--- config.mk ---
export PLATFORM = sky130hd
export DESIGN_NAME = three_term_recurrence_checksum_core
export DESIGN_NICKNAME = d
export VERILOG_FILES = /design/src/ttrc_pkg.sv /design/src/ttrc_term_unit.sv /design/src/three_term_recurrence_checksum_core.sv
export SDC_FILE = /design/constraint.sdc
export NUM_CORES = 1
export LEC_CHECK = 0
export ABC_CLOCK_PERIOD_IN_PS = 27000
export BUFFER_PORTS_ARGS = -buffer_cell sky130_fd_sc_hd__buf_2
export CAP_MARGIN = 20
export CORE_MARGIN = 5
export CORE_UTILIZATION = 30
export DETAILED_ROUTE_END_ITERATION = 8
export GPL_ROUTABILITY_DRIVEN = 0
export MAX_ROUTING_LAYER = met4
export PLACE_DENSITY_LB_ADDON = 0.3
export SLEW_MARGIN = 10
export SYNTH_ARGS = -nofsm -noshare
export SYNTH_HDL_FRONTEND = slang
export SYNTH_SLANG_ARGS = --single-unit
--- constraint.sdc ---
create_clock -name clk -period 27 [get_ports clk]
set_clock_uncertainty 0.15 [all_clocks]
set_input_delay 0 -clock clk [delete_from_list [all_inputs] [get_ports clk]]
set_output_delay 0 -clock clk [all_outputs]
set_load 0.01 [all_outputs]
--- src/ttrc_pkg.sv ---
package ttrc_pkg;

  typedef logic [7:0]  byte_t;
  typedef logic [7:0]  idx_t;
  typedef logic [15:0] term_t;

  localparam term_t FIRST_OFFSET = 16'd7;
  localparam term_t PREV_INIT    = 16'd1;
  localparam byte_t IDX_MUL_A    = 8'd17;
  localparam byte_t IDX_MUL_B    = 8'd31;
  localparam term_t MODULUS      = 16'hFFFF;
  // 256 * 65535 + 1, added when the difference goes negative
  localparam logic [25:0] WRAP_BIAS = 26'd16776961;

endpackage

--- src/ttrc_term_unit.sv ---
module ttrc_term_unit
  import ttrc_pkg::*;
(
  input  byte_t data_byte,
  input  idx_t  position,
  input  term_t cur_term,
  input  term_t prev_term,
  output term_t next_term
);

  byte_t       alpha;
  byte_t       beta;
  logic [8:0]  coef_a;
  logic [24:0] prod_a;
  logic [23:0] prod_b;
  logic [25:0] diff;
  logic [16:0] fold1;
  logic [15:0] fold2;

  always_comb begin
    alpha  = 8'(position * IDX_MUL_A);
    beta   = 8'(position * IDX_MUL_B);
    coef_a = 9'(data_byte) + 9'(alpha);
    prod_a = 25'(coef_a) * 25'(cur_term);
    prod_b = 24'(beta) * 24'(prev_term);
    if (prod_a >= 25'(prod_b)) begin
      diff = 26'(prod_a) - 26'(prod_b);
    end else begin
      diff = 26'(prod_a) + WRAP_BIAS - 26'(prod_b);
    end
    // mod 65535 by end-around folding
    fold1 = 17'(diff[15:0]) + 17'(diff[25:16]);
    fold2 = fold1[15:0] + 16'(fold1[16]);
    next_term = (fold2 == MODULUS) ? '0 : fold2;
  end

endmodule

--- src/three_term_recurrence_checksum_core.sv ---
// Three-term recurrence checksum over a byte stream. Each request on the
// s side carries one message byte in s_tdata, with s_tlast on the final
// byte; each byte produces one response on the m side holding the running
// checksum (m_tdata) and a copy of the last flag (m_tlast), after which the
// recurrence restarts. One byte is taken every cycle as long as the m side
// keeps up. An accepted byte is loaded into the input register, and the
// term update (multiplies, a subtract and a mod 65535 fold feeding the
// term registers) then writes the output register once the m side is free.
module three_term_recurrence_checksum_core
  import ttrc_pkg::*;
(
  input  logic        clk,
  input  logic        rst,
  input  logic        s_tvalid,
  output logic        s_tready,
  input  logic [7:0]  s_tdata,   // data_byte[7:0]
  input  logic        s_tlast,   // is_last
  output logic        m_tvalid,
  input  logic        m_tready,
  output logic [15:0] m_tdata,   // running_sum[15:0]
  output logic        m_tlast    // is_final
);

  logic  stage_valid;
  byte_t stage_byte;
  logic  stage_last;

  term_t prev_term;
  term_t cur_term;
  idx_t  position;
  logic  at_start;

  term_t rec_term;
  term_t sum;
  logic  out_free;
  logic  advance;

  ttrc_term_unit u_term (
    .data_byte (stage_byte),
    .position  (position),
    .cur_term  (cur_term),
    .prev_term (prev_term),
    .next_term (rec_term)
  );

  assign out_free = !m_tvalid || m_tready;
  assign advance  = stage_valid && out_free;
  assign s_tready = !stage_valid || out_free;
  assign sum      = at_start ? (16'(stage_byte) + FIRST_OFFSET) : rec_term;

  always_ff @(posedge clk) begin
    if (rst) begin
      stage_valid <= 1'b0;
    end else if (s_tready) begin
      stage_valid <= s_tvalid;
    end
  end

  always_ff @(posedge clk) begin
    if (s_tvalid && s_tready) begin
      stage_byte <= s_tdata;
      stage_last <= s_tlast;
    end
  end

  always_ff @(posedge clk) begin
    if (rst) begin
      prev_term <= PREV_INIT;
      cur_term  <= '0;
      position  <= '0;
      at_start  <= 1'b1;
    end else if (advance) begin
      if (stage_last) begin
        prev_term <= PREV_INIT;
        cur_term  <= '0;
        position  <= '0;
        at_start  <= 1'b1;
      end else if (at_start) begin
        prev_term <= PREV_INIT;
        cur_term  <= sum;
        position  <= 8'd1;
        at_start  <= 1'b0;
      end else begin
        prev_term <= cur_term;
        cur_term  <= sum;
        position  <= position + 8'd1;
      end
    end
  end

  always_ff @(posedge clk) begin
    if (rst) begin
      m_tvalid <= 1'b0;
    end else if (out_free) begin
      m_tvalid <= stage_valid;
    end
  end

  always_ff @(posedge clk) begin
    if (advance) begin
      m_tdata <= sum;
      m_tlast <= stage_last;
    end
  end

endmodule

==> results of run 1 <==
-- layer usage --
layer	vias to the layer above	wire length, um	GRT usage [%]
met5	-	0	-
met4	0	802	2.89
met3	52	2240	1.02
met2	375	21700	25.6
met1	6753	21700	22.5
li1	6457	-	-
-- flip-flops by register name, summed over array words and instances, names as in the netlist --
| signal | flops |
|---|---|
| stage_valid | 1 |
| cur_term | 16 |
| position | 8 |
| stage_byte | 8 |
| m_tvalid | 1 |
| m_tlast | 1 |
| m_tdata | 16 |
| prev_term | 16 |
| stage_last | 1 |
| at_start | 1 |
-- critical path: cells and delay by family (launching register included) --
family                   cells  cell delay, ns
AO/OA/AOI/OAI               22            4.79
XOR/XNOR                     3            0.50
adder cells (fa/ha/maj)     13            5.54
buffers and inverters        6            0.68
flip-flops                   1            0.34
AND/OR/NAND/NOR             13            3.34
-- final cells by class --
class / count / area share, %
tap: 696 / 4.92
clock inverter: 1 / 0.0283
timing repair buffer: 58 / 2.25
multi-input combinational: 1503 / 74.7
clock buffer: 15 / 1.52
sequential: 69 / 9.27
inverter: 343 / 7.30
-- cells in the final DEF, fill, tap and decap left out, types with 19 or more instances in the layout --
cell type	n
and2_1	132
nor3_1	32
nor2b_1	28
nand2_1	219
inv_1	337
nor2_1	105
xor2_1	41
o21ai_0	38
a21o_1	19
buf_2	31
fa_1	204
xnor2_1	87
edfxtp_1	26
a21oi_1	96
dfxtp_1	43
ha_1	191
nand3_1	42
nand2b_1	20
-- metrics by stage --
step / std cells / cell area (sq um)
after floorplan: 1981 / 16400
after global placement: 2653 / 17300
after detailed placement: 2654 / 17300
after CTS: 2685 / 17700
after global routing: 2685 / 17700
final: 2685 / 17700
-- cells by family (layout without fill, tap and decap cells) --
logic type	count (synthesis)	after routing	share of synthesized area [%]
AND/OR/NAND/NOR	636	636	19.1
buffers and inverters	409	417	9.68
adder cells (fa/ha/maj)	395	395	39.4
AO/OA/AOI/OAI	334	334	14.3
XOR/XNOR	132	132	7.04
flip-flops	69	69	9.99
multiplexers	6	6	0.472
-- Yosys cell counts, types with 7 or more instances --
master	count	share of area, %
xnor2_1	91	4.9
o31ai_1	13	0.59
and3_1	11	0.42
o21ai_1	8	0.24
nor2_1	105	2.4
o21a_1	14	0.64
o21ai_0	39	1.2
and2_1	132	5.0
nand3_1	42	1.3
a31oi_1	12	0.46
clkbuf_1	51	1.2
edfxtp_1	26	4.8
nor2b_1	28	1.1
fa_1	204	25
a21o_1	19	0.87
buf_1	7	0.16
a21oi_1	96	2.9
o211ai_1	17	0.78
nand2b_1	20	0.76
inv_1	338	7.7
nand2_1	219	5.0
ha_1	191	15
nand4_1	10	0.38
nor3_1	32	0.97
xor2_1	41	2.2
dfxtp_1	43	5.2
o21bai_1	17	0.78
-- worst max path at each step --
| stage | startpoint | to | slack (ns) | cells past startpoint |
|---|---|---|---|---|
| after floorplan | position[1] | m_tdata[7] | 12.87 | 59 |
| after global placement | position[0] | m_tdata[1] | 11.52 | 57 |
| after detailed placement | position[0] | m_tdata[1] | 11.47 | 57 |
| after CTS | position[0] | m_tdata[1] | 11.42 | 57 |
| after global routing | position[0] | m_tdata[1] | 10.41 | 56 |
| final | position[0] | m_tdata[1] | 11.33 | 57 |
-- repair_timing --
action,4_1_cts,5_1_grt
resized for setup,0,0
endpoints found under the hold margin,20,0
hold buffers,15,0
==> results.sh, run 1 <==
export IMPL_detailroute_via_count=13600
export IMPL_chipWidth_um=244
export IMPL_hold_vio_cnt_final=0
export IMPL_finalWorstSetupSlack_ns=11.33
export IMPL_grt_pass1_vias=13400
export IMPL_unrepaired_setup_endpoints_after_global_routing="no"
export IMPL_critPathArrivalTime_ns=15.59
export IMPL_final_layout_size_suffix_gt1_share_pct=4.88
export IMPL_hold_path_class="in -> reg"
export IMPL_synth_yosys_warnings=0
export IMPL_timing_critical_path_mode_cell="fa_1"
export IMPL_drc_errors=0
export IMPL_final_period_utilization_pct=58.0
export IMPL_rrSetupSlack_ns=11.33
export IMPL_clockBufferDepth=2
export IMPL_worst_tran_pin_value_ns=0.925
export IMPL_first_pass_grt_wire_length_um=74800
export IMPL_fmax_mhz=63.8
export IMPL_run_status="finished clean"
export IMPL_grtUsageTotal_pct=15.9
export IMPL_io_buffers=31
export IMPL_worst_r2r_end="m_tdata[1]"
export IMPL_final_min_clock_period_ns=15.67
export IMPL_clk_insertion_delay_late_ns=0.33
export IMPL_numCtsBuffers=9
export IMPL_fillers=5704
export IMPL_routed_via_density=5.08
export IMPL_syn_instance_count=1981
export IMPL_synth_ff_latch_count=69
export IMPL_dieArea_sq_mm=0.0595
export IMPL_avgRoutedWirePerCell_um=17.3
export IMPL_floorplan_initialDensity_pct=30.4
export IMPL_grt_max_degree=47
export IMPL_ys_types=95
export IMPL_synth_seq_area_share_pct=9.99
export IMPL_number_of_maximum_capacitance_violations=0
export IMPL_globalRouteOverflowTotal=0
export IMPL_timing_rr_start="position[0]"
export IMPL_number_of_levels_the_h_tree_was_split_into=3
export IMPL_min_delay_worst_endpoint="stage_byte[2]"
export IMPL_number_of_antenna_violations_at_the_first_check_in_global_routing=1
export IMPL_detail_route_wirelength_um=46500
export IMPL_holdCritStartpoint="s_tdata[2]"
export IMPL_final_seq_area_sq_mm=0.00164
export IMPL_postCtsSetupBuffers=0
export IMPL_post_synth_top_flop="dfxtp_1"
export IMPL_slew_violations=0
export IMPL_hold_worst_slack_ns=0.233
export IMPL_critical_path_endpoint_type="flop"
export IMPL_pre_cts_ws_ns=11.47
export IMPL_worst_slew_margin_rel_pct=38.0
export IMPL_postSynthAreaPerCell_sq_um=8.29
export IMPL_worst_setup_path_type="reg -> reg"
export IMPL_report_final_setup_viol=0
export IMPL_finalCoreUtilization_pct=32.8
export IMPL_critPathLaunchType="flop"
export IMPL_core_area_sq_mm=0.0540
export IMPL_area_growth_synth_to_final_pct=7.77
export IMPL_synth_edff_count=26
export IMPL_ios=32
export IMPL_setup_tns_final_ns=0
export IMPL_cts_num_sinks=69
export IMPL_placement_rows=85
export IMPL_drtPass1Iterations=7
export IMPL_synthArstFlopShare_pct=0
export IMPL_cp_max_fo=29
export IMPL_fp_dieH_um=244
export IMPL_worst_endpoint_required_ns=26.92
export IMPL_cts_tree="yes"
export IMPL_post_dp_hpwl_um=38700
export IMPL_ant_nets=0
export IMPL_clockRootBuffer="clkbuf_16"
export IMPL_layout_nets=2392
export IMPL_worst_setup_hold_path_clk_slew_ns=0.05
export IMPL_worstRegToRegCells=57
export IMPL_drc_violation_total_after_the_first_tritonroute_iteration=935
export IMPL_syn_area_sq_mm=0.0164
export IMPL_post_synthesis_net_count=2389
export IMPL_hold_path_depth=2
export IMPL_critical_path_slowest_cell="fa_1"
export IMPL_multiInputGateArea_sq_mm=0.0132
export IMPL_antenna_diode_count=0
export IMPL_slowest_stage_delay_on_critical_path_ns=0.59
Power of run 1 is left out: the tool's default activity adds up to more than one toggle a clock period on the data nets, which glitch-free logic cannot reach.
==> inputs of run 2 (changes only) <==
--- a/config.mk
+++ b/config.mk
@@ -5,7 +5,7 @@
 export SDC_FILE = /design/constraint.sdc
 export NUM_CORES = 1
 export LEC_CHECK = 0
-export ABC_CLOCK_PERIOD_IN_PS = 27000
+export ABC_CLOCK_PERIOD_IN_PS = 16100
 export BUFFER_PORTS_ARGS = -buffer_cell sky130_fd_sc_hd__buf_2
 export CAP_MARGIN = 20
 export CORE_MARGIN = 5
==> constraint.sdc (replaced) <==
create_clock -name clk -period 16.1 [get_ports clk]
set_clock_uncertainty 0.15 [all_clocks]
set_input_delay 0 -clock clk [delete_from_list [all_inputs] [get_ports clk]]
set_output_delay 0 -clock clk [all_outputs]
set_load 0.01 [all_outputs]
==> results.sh, run 2 (synthesis gave the netlist of run 1 again) <==
export IMPL_final_layout_size_suffix_gt1_share_pct=5.41
export IMPL_floorplan_initialDensity_pct=30.4
export IMPL_slew_violations=0
export IMPL_area_growth_synth_to_final_pct=8.35
export IMPL_slowest_stage_delay_on_critical_path_ns=0.53
export IMPL_met3RoutedLength_um=2210
export IMPL_largest_registers_ranked_by_flip_flop_count="cur_term (16), m_tdata (16), prev_term (16)"
export IMPL_worst_slew_margin_rel_pct=37.6
export IMPL_drc_violation_total_after_the_first_tritonroute_iteration=914
export IMPL_detailroute_via_count=13700
export IMPL_final_period_utilization_pct=93.6
export IMPL_critPathArrivalTime_ns=15.00
export IMPL_critical_path_slowest_cell="fa_1"
export IMPL_post_route_standard_cell_area_excluding_fillers_sq_mm=0.0178
export IMPL_placedInstanceArea_sq_mm=0.0173
export IMPL_leading_cell_types_in_the_layout_fill_and_taps_excluded="337 x inv_1, 219 x nand2_1, 204 x fa_1, 191 x ha_1, 132 x and2_1"
export IMPL_met2_wirelength_um=21700
export IMPL_setup_tns_final_ns=0
export IMPL_hold_path_class="in -> reg"
export IMPL_cts_num_sinks=69
export IMPL_placement_rows=85
export IMPL_number_of_levels_the_h_tree_was_split_into=3
export IMPL_grtUsageTotal_pct=15.9
export IMPL_worst_setup_path_type="reg -> reg"
export IMPL_clockRootBuffer="clkbuf_16"
export IMPL_finalCoreUtilization_pct=32.9
export IMPL_ant_nets=0
export IMPL_clockBufferDepth=2
export IMPL_numCtsBuffers=9
export IMPL_number_of_antenna_violations_at_the_first_check_in_global_routing=1
export IMPL_cp_max_fo=25
export IMPL_detail_route_wirelength_um=47000
export IMPL_timing_critical_path_mode_cell="fa_1"
export IMPL_layout_cells_most_common="inv_1"
export IMPL_critical_path_endpoint_type="flop"
export IMPL_worst_endpoint_required_ns=16.03
export IMPL_worst_setup_hold_path_clk_slew_ns=0.06
export IMPL_worst_tran_pin_value_ns=0.931
export IMPL_final_min_clock_period_ns=15.07
export IMPL_ios=32
export IMPL_hold_vio_cnt_final=0
export IMPL_run_status="finished clean"
export IMPL_drtPass1Iterations=5
export IMPL_clk_insertion_delay_late_ns=0.34
export IMPL_fmax_mhz=66.4
export IMPL_globalRouteOverflowTotal=0
export IMPL_chipWidth_um=244
export IMPL_dieArea_sq_mm=0.0595
export IMPL_routed_via_density=5.08
export IMPL_fp_dieH_um=244
export IMPL_cts_tree="yes"
export IMPL_unrepaired_setup_endpoints_after_global_routing="no"
export IMPL_avgRoutedWirePerCell_um=17.4
export IMPL_drt_met1_wl_um=21600
export IMPL_first_pass_grt_wire_length_um=75000
export IMPL_report_final_setup_viol=0
export IMPL_fillers=5690
export IMPL_grt_max_degree=47
export IMPL_drc_errors=0
export IMPL_critPathLaunchType="flop"
export IMPL_number_of_maximum_capacitance_violations=0
export IMPL_post_dp_hpwl_um=39200
export IMPL_io_buffers=31
export IMPL_core_area_sq_mm=0.0540
export IMPL_grt_pass1_vias=14000
export IMPL_topRoutingLayerUsed="met4"
export IMPL_layout_nets=2399
[run 2: changes by cell type in the layout (fill, tap and decap cells not counted), sizes merged]
cell	before	now
inv	339	341
clkinv	5	4
diode	0	1
buf	43	50
clkbuf	15	13
clkinvlp	0	1
[run 2: critical path: cells and delay by family, from the launching register on]
kind	cells	cell delay [ns]
fa+ha+maj	13	5.39
simple gates	13	2.62
xor+xnor	3	0.65
buf+inv	5	0.42
flops	1	0.49
compound gates	23	5.08
[run 2: cell type report]
cell class                 instances  area [sq um]  area share [%]
clock inverter                     3          22.5           0.127
multi-input combinational       1503         13200            74.3
timing repair buffer              65           448            2.52
antenna                            1          2.50          0.0141
clock buffer                      13           293            1.64
inverter                         343          1290            7.26
sequential                        69          1640            9.23
tap                              696           871            4.89
[run 2: per-stage QoR]
| stage | worst slack (ns) | instances | hold WS (ns) |
|---|---|---|---|
| final | 1.03 | 2693 | 0.225 |
| after global routing | 0.0461 | 2692 | 0.222 |
| after CTS | 0.837 | 2692 | 0.214 |
| after detailed placement | 0.850 | 2661 | 0.0292 |
| after global placement | 1.09 | 2661 | 0.0286 |
| after floorplan | 1.97 | 1981 | -0.0806 |
[run 2: final timing paths]
path,cells after the start,start,slack (ns),to
worst max-delay path,57,position[2],1.03,m_tdata[1]
worst min-delay path,2,s_tdata[4],0.23,stage_byte[4]
worst max register to register,57,position[2],1.03,m_tdata[1]
worst min register to register,2,position[1],0.41,position[1]
[run 2: per-layer routing]
| metal | global-route usage, % | vias to the layer above |
|---|---|---|
| met5 | - | - |
| met1 | 21.4 | 6790 |
| met2 | 25.5 | 362 |
| met3 | 1.80 | 75 |
| li1 | - | 6460 |
| met4 | 4.68 | 0 |
[run 2: timing repair]
item	in CTS	in global routing
buffers inserted	0	0
endpoints found under the hold margin	20	0
hold buffers	15	0
gates resized for setup	0	3
endpoints found under the setup margin	0	26
Power of run 2 is left out for the same reason.
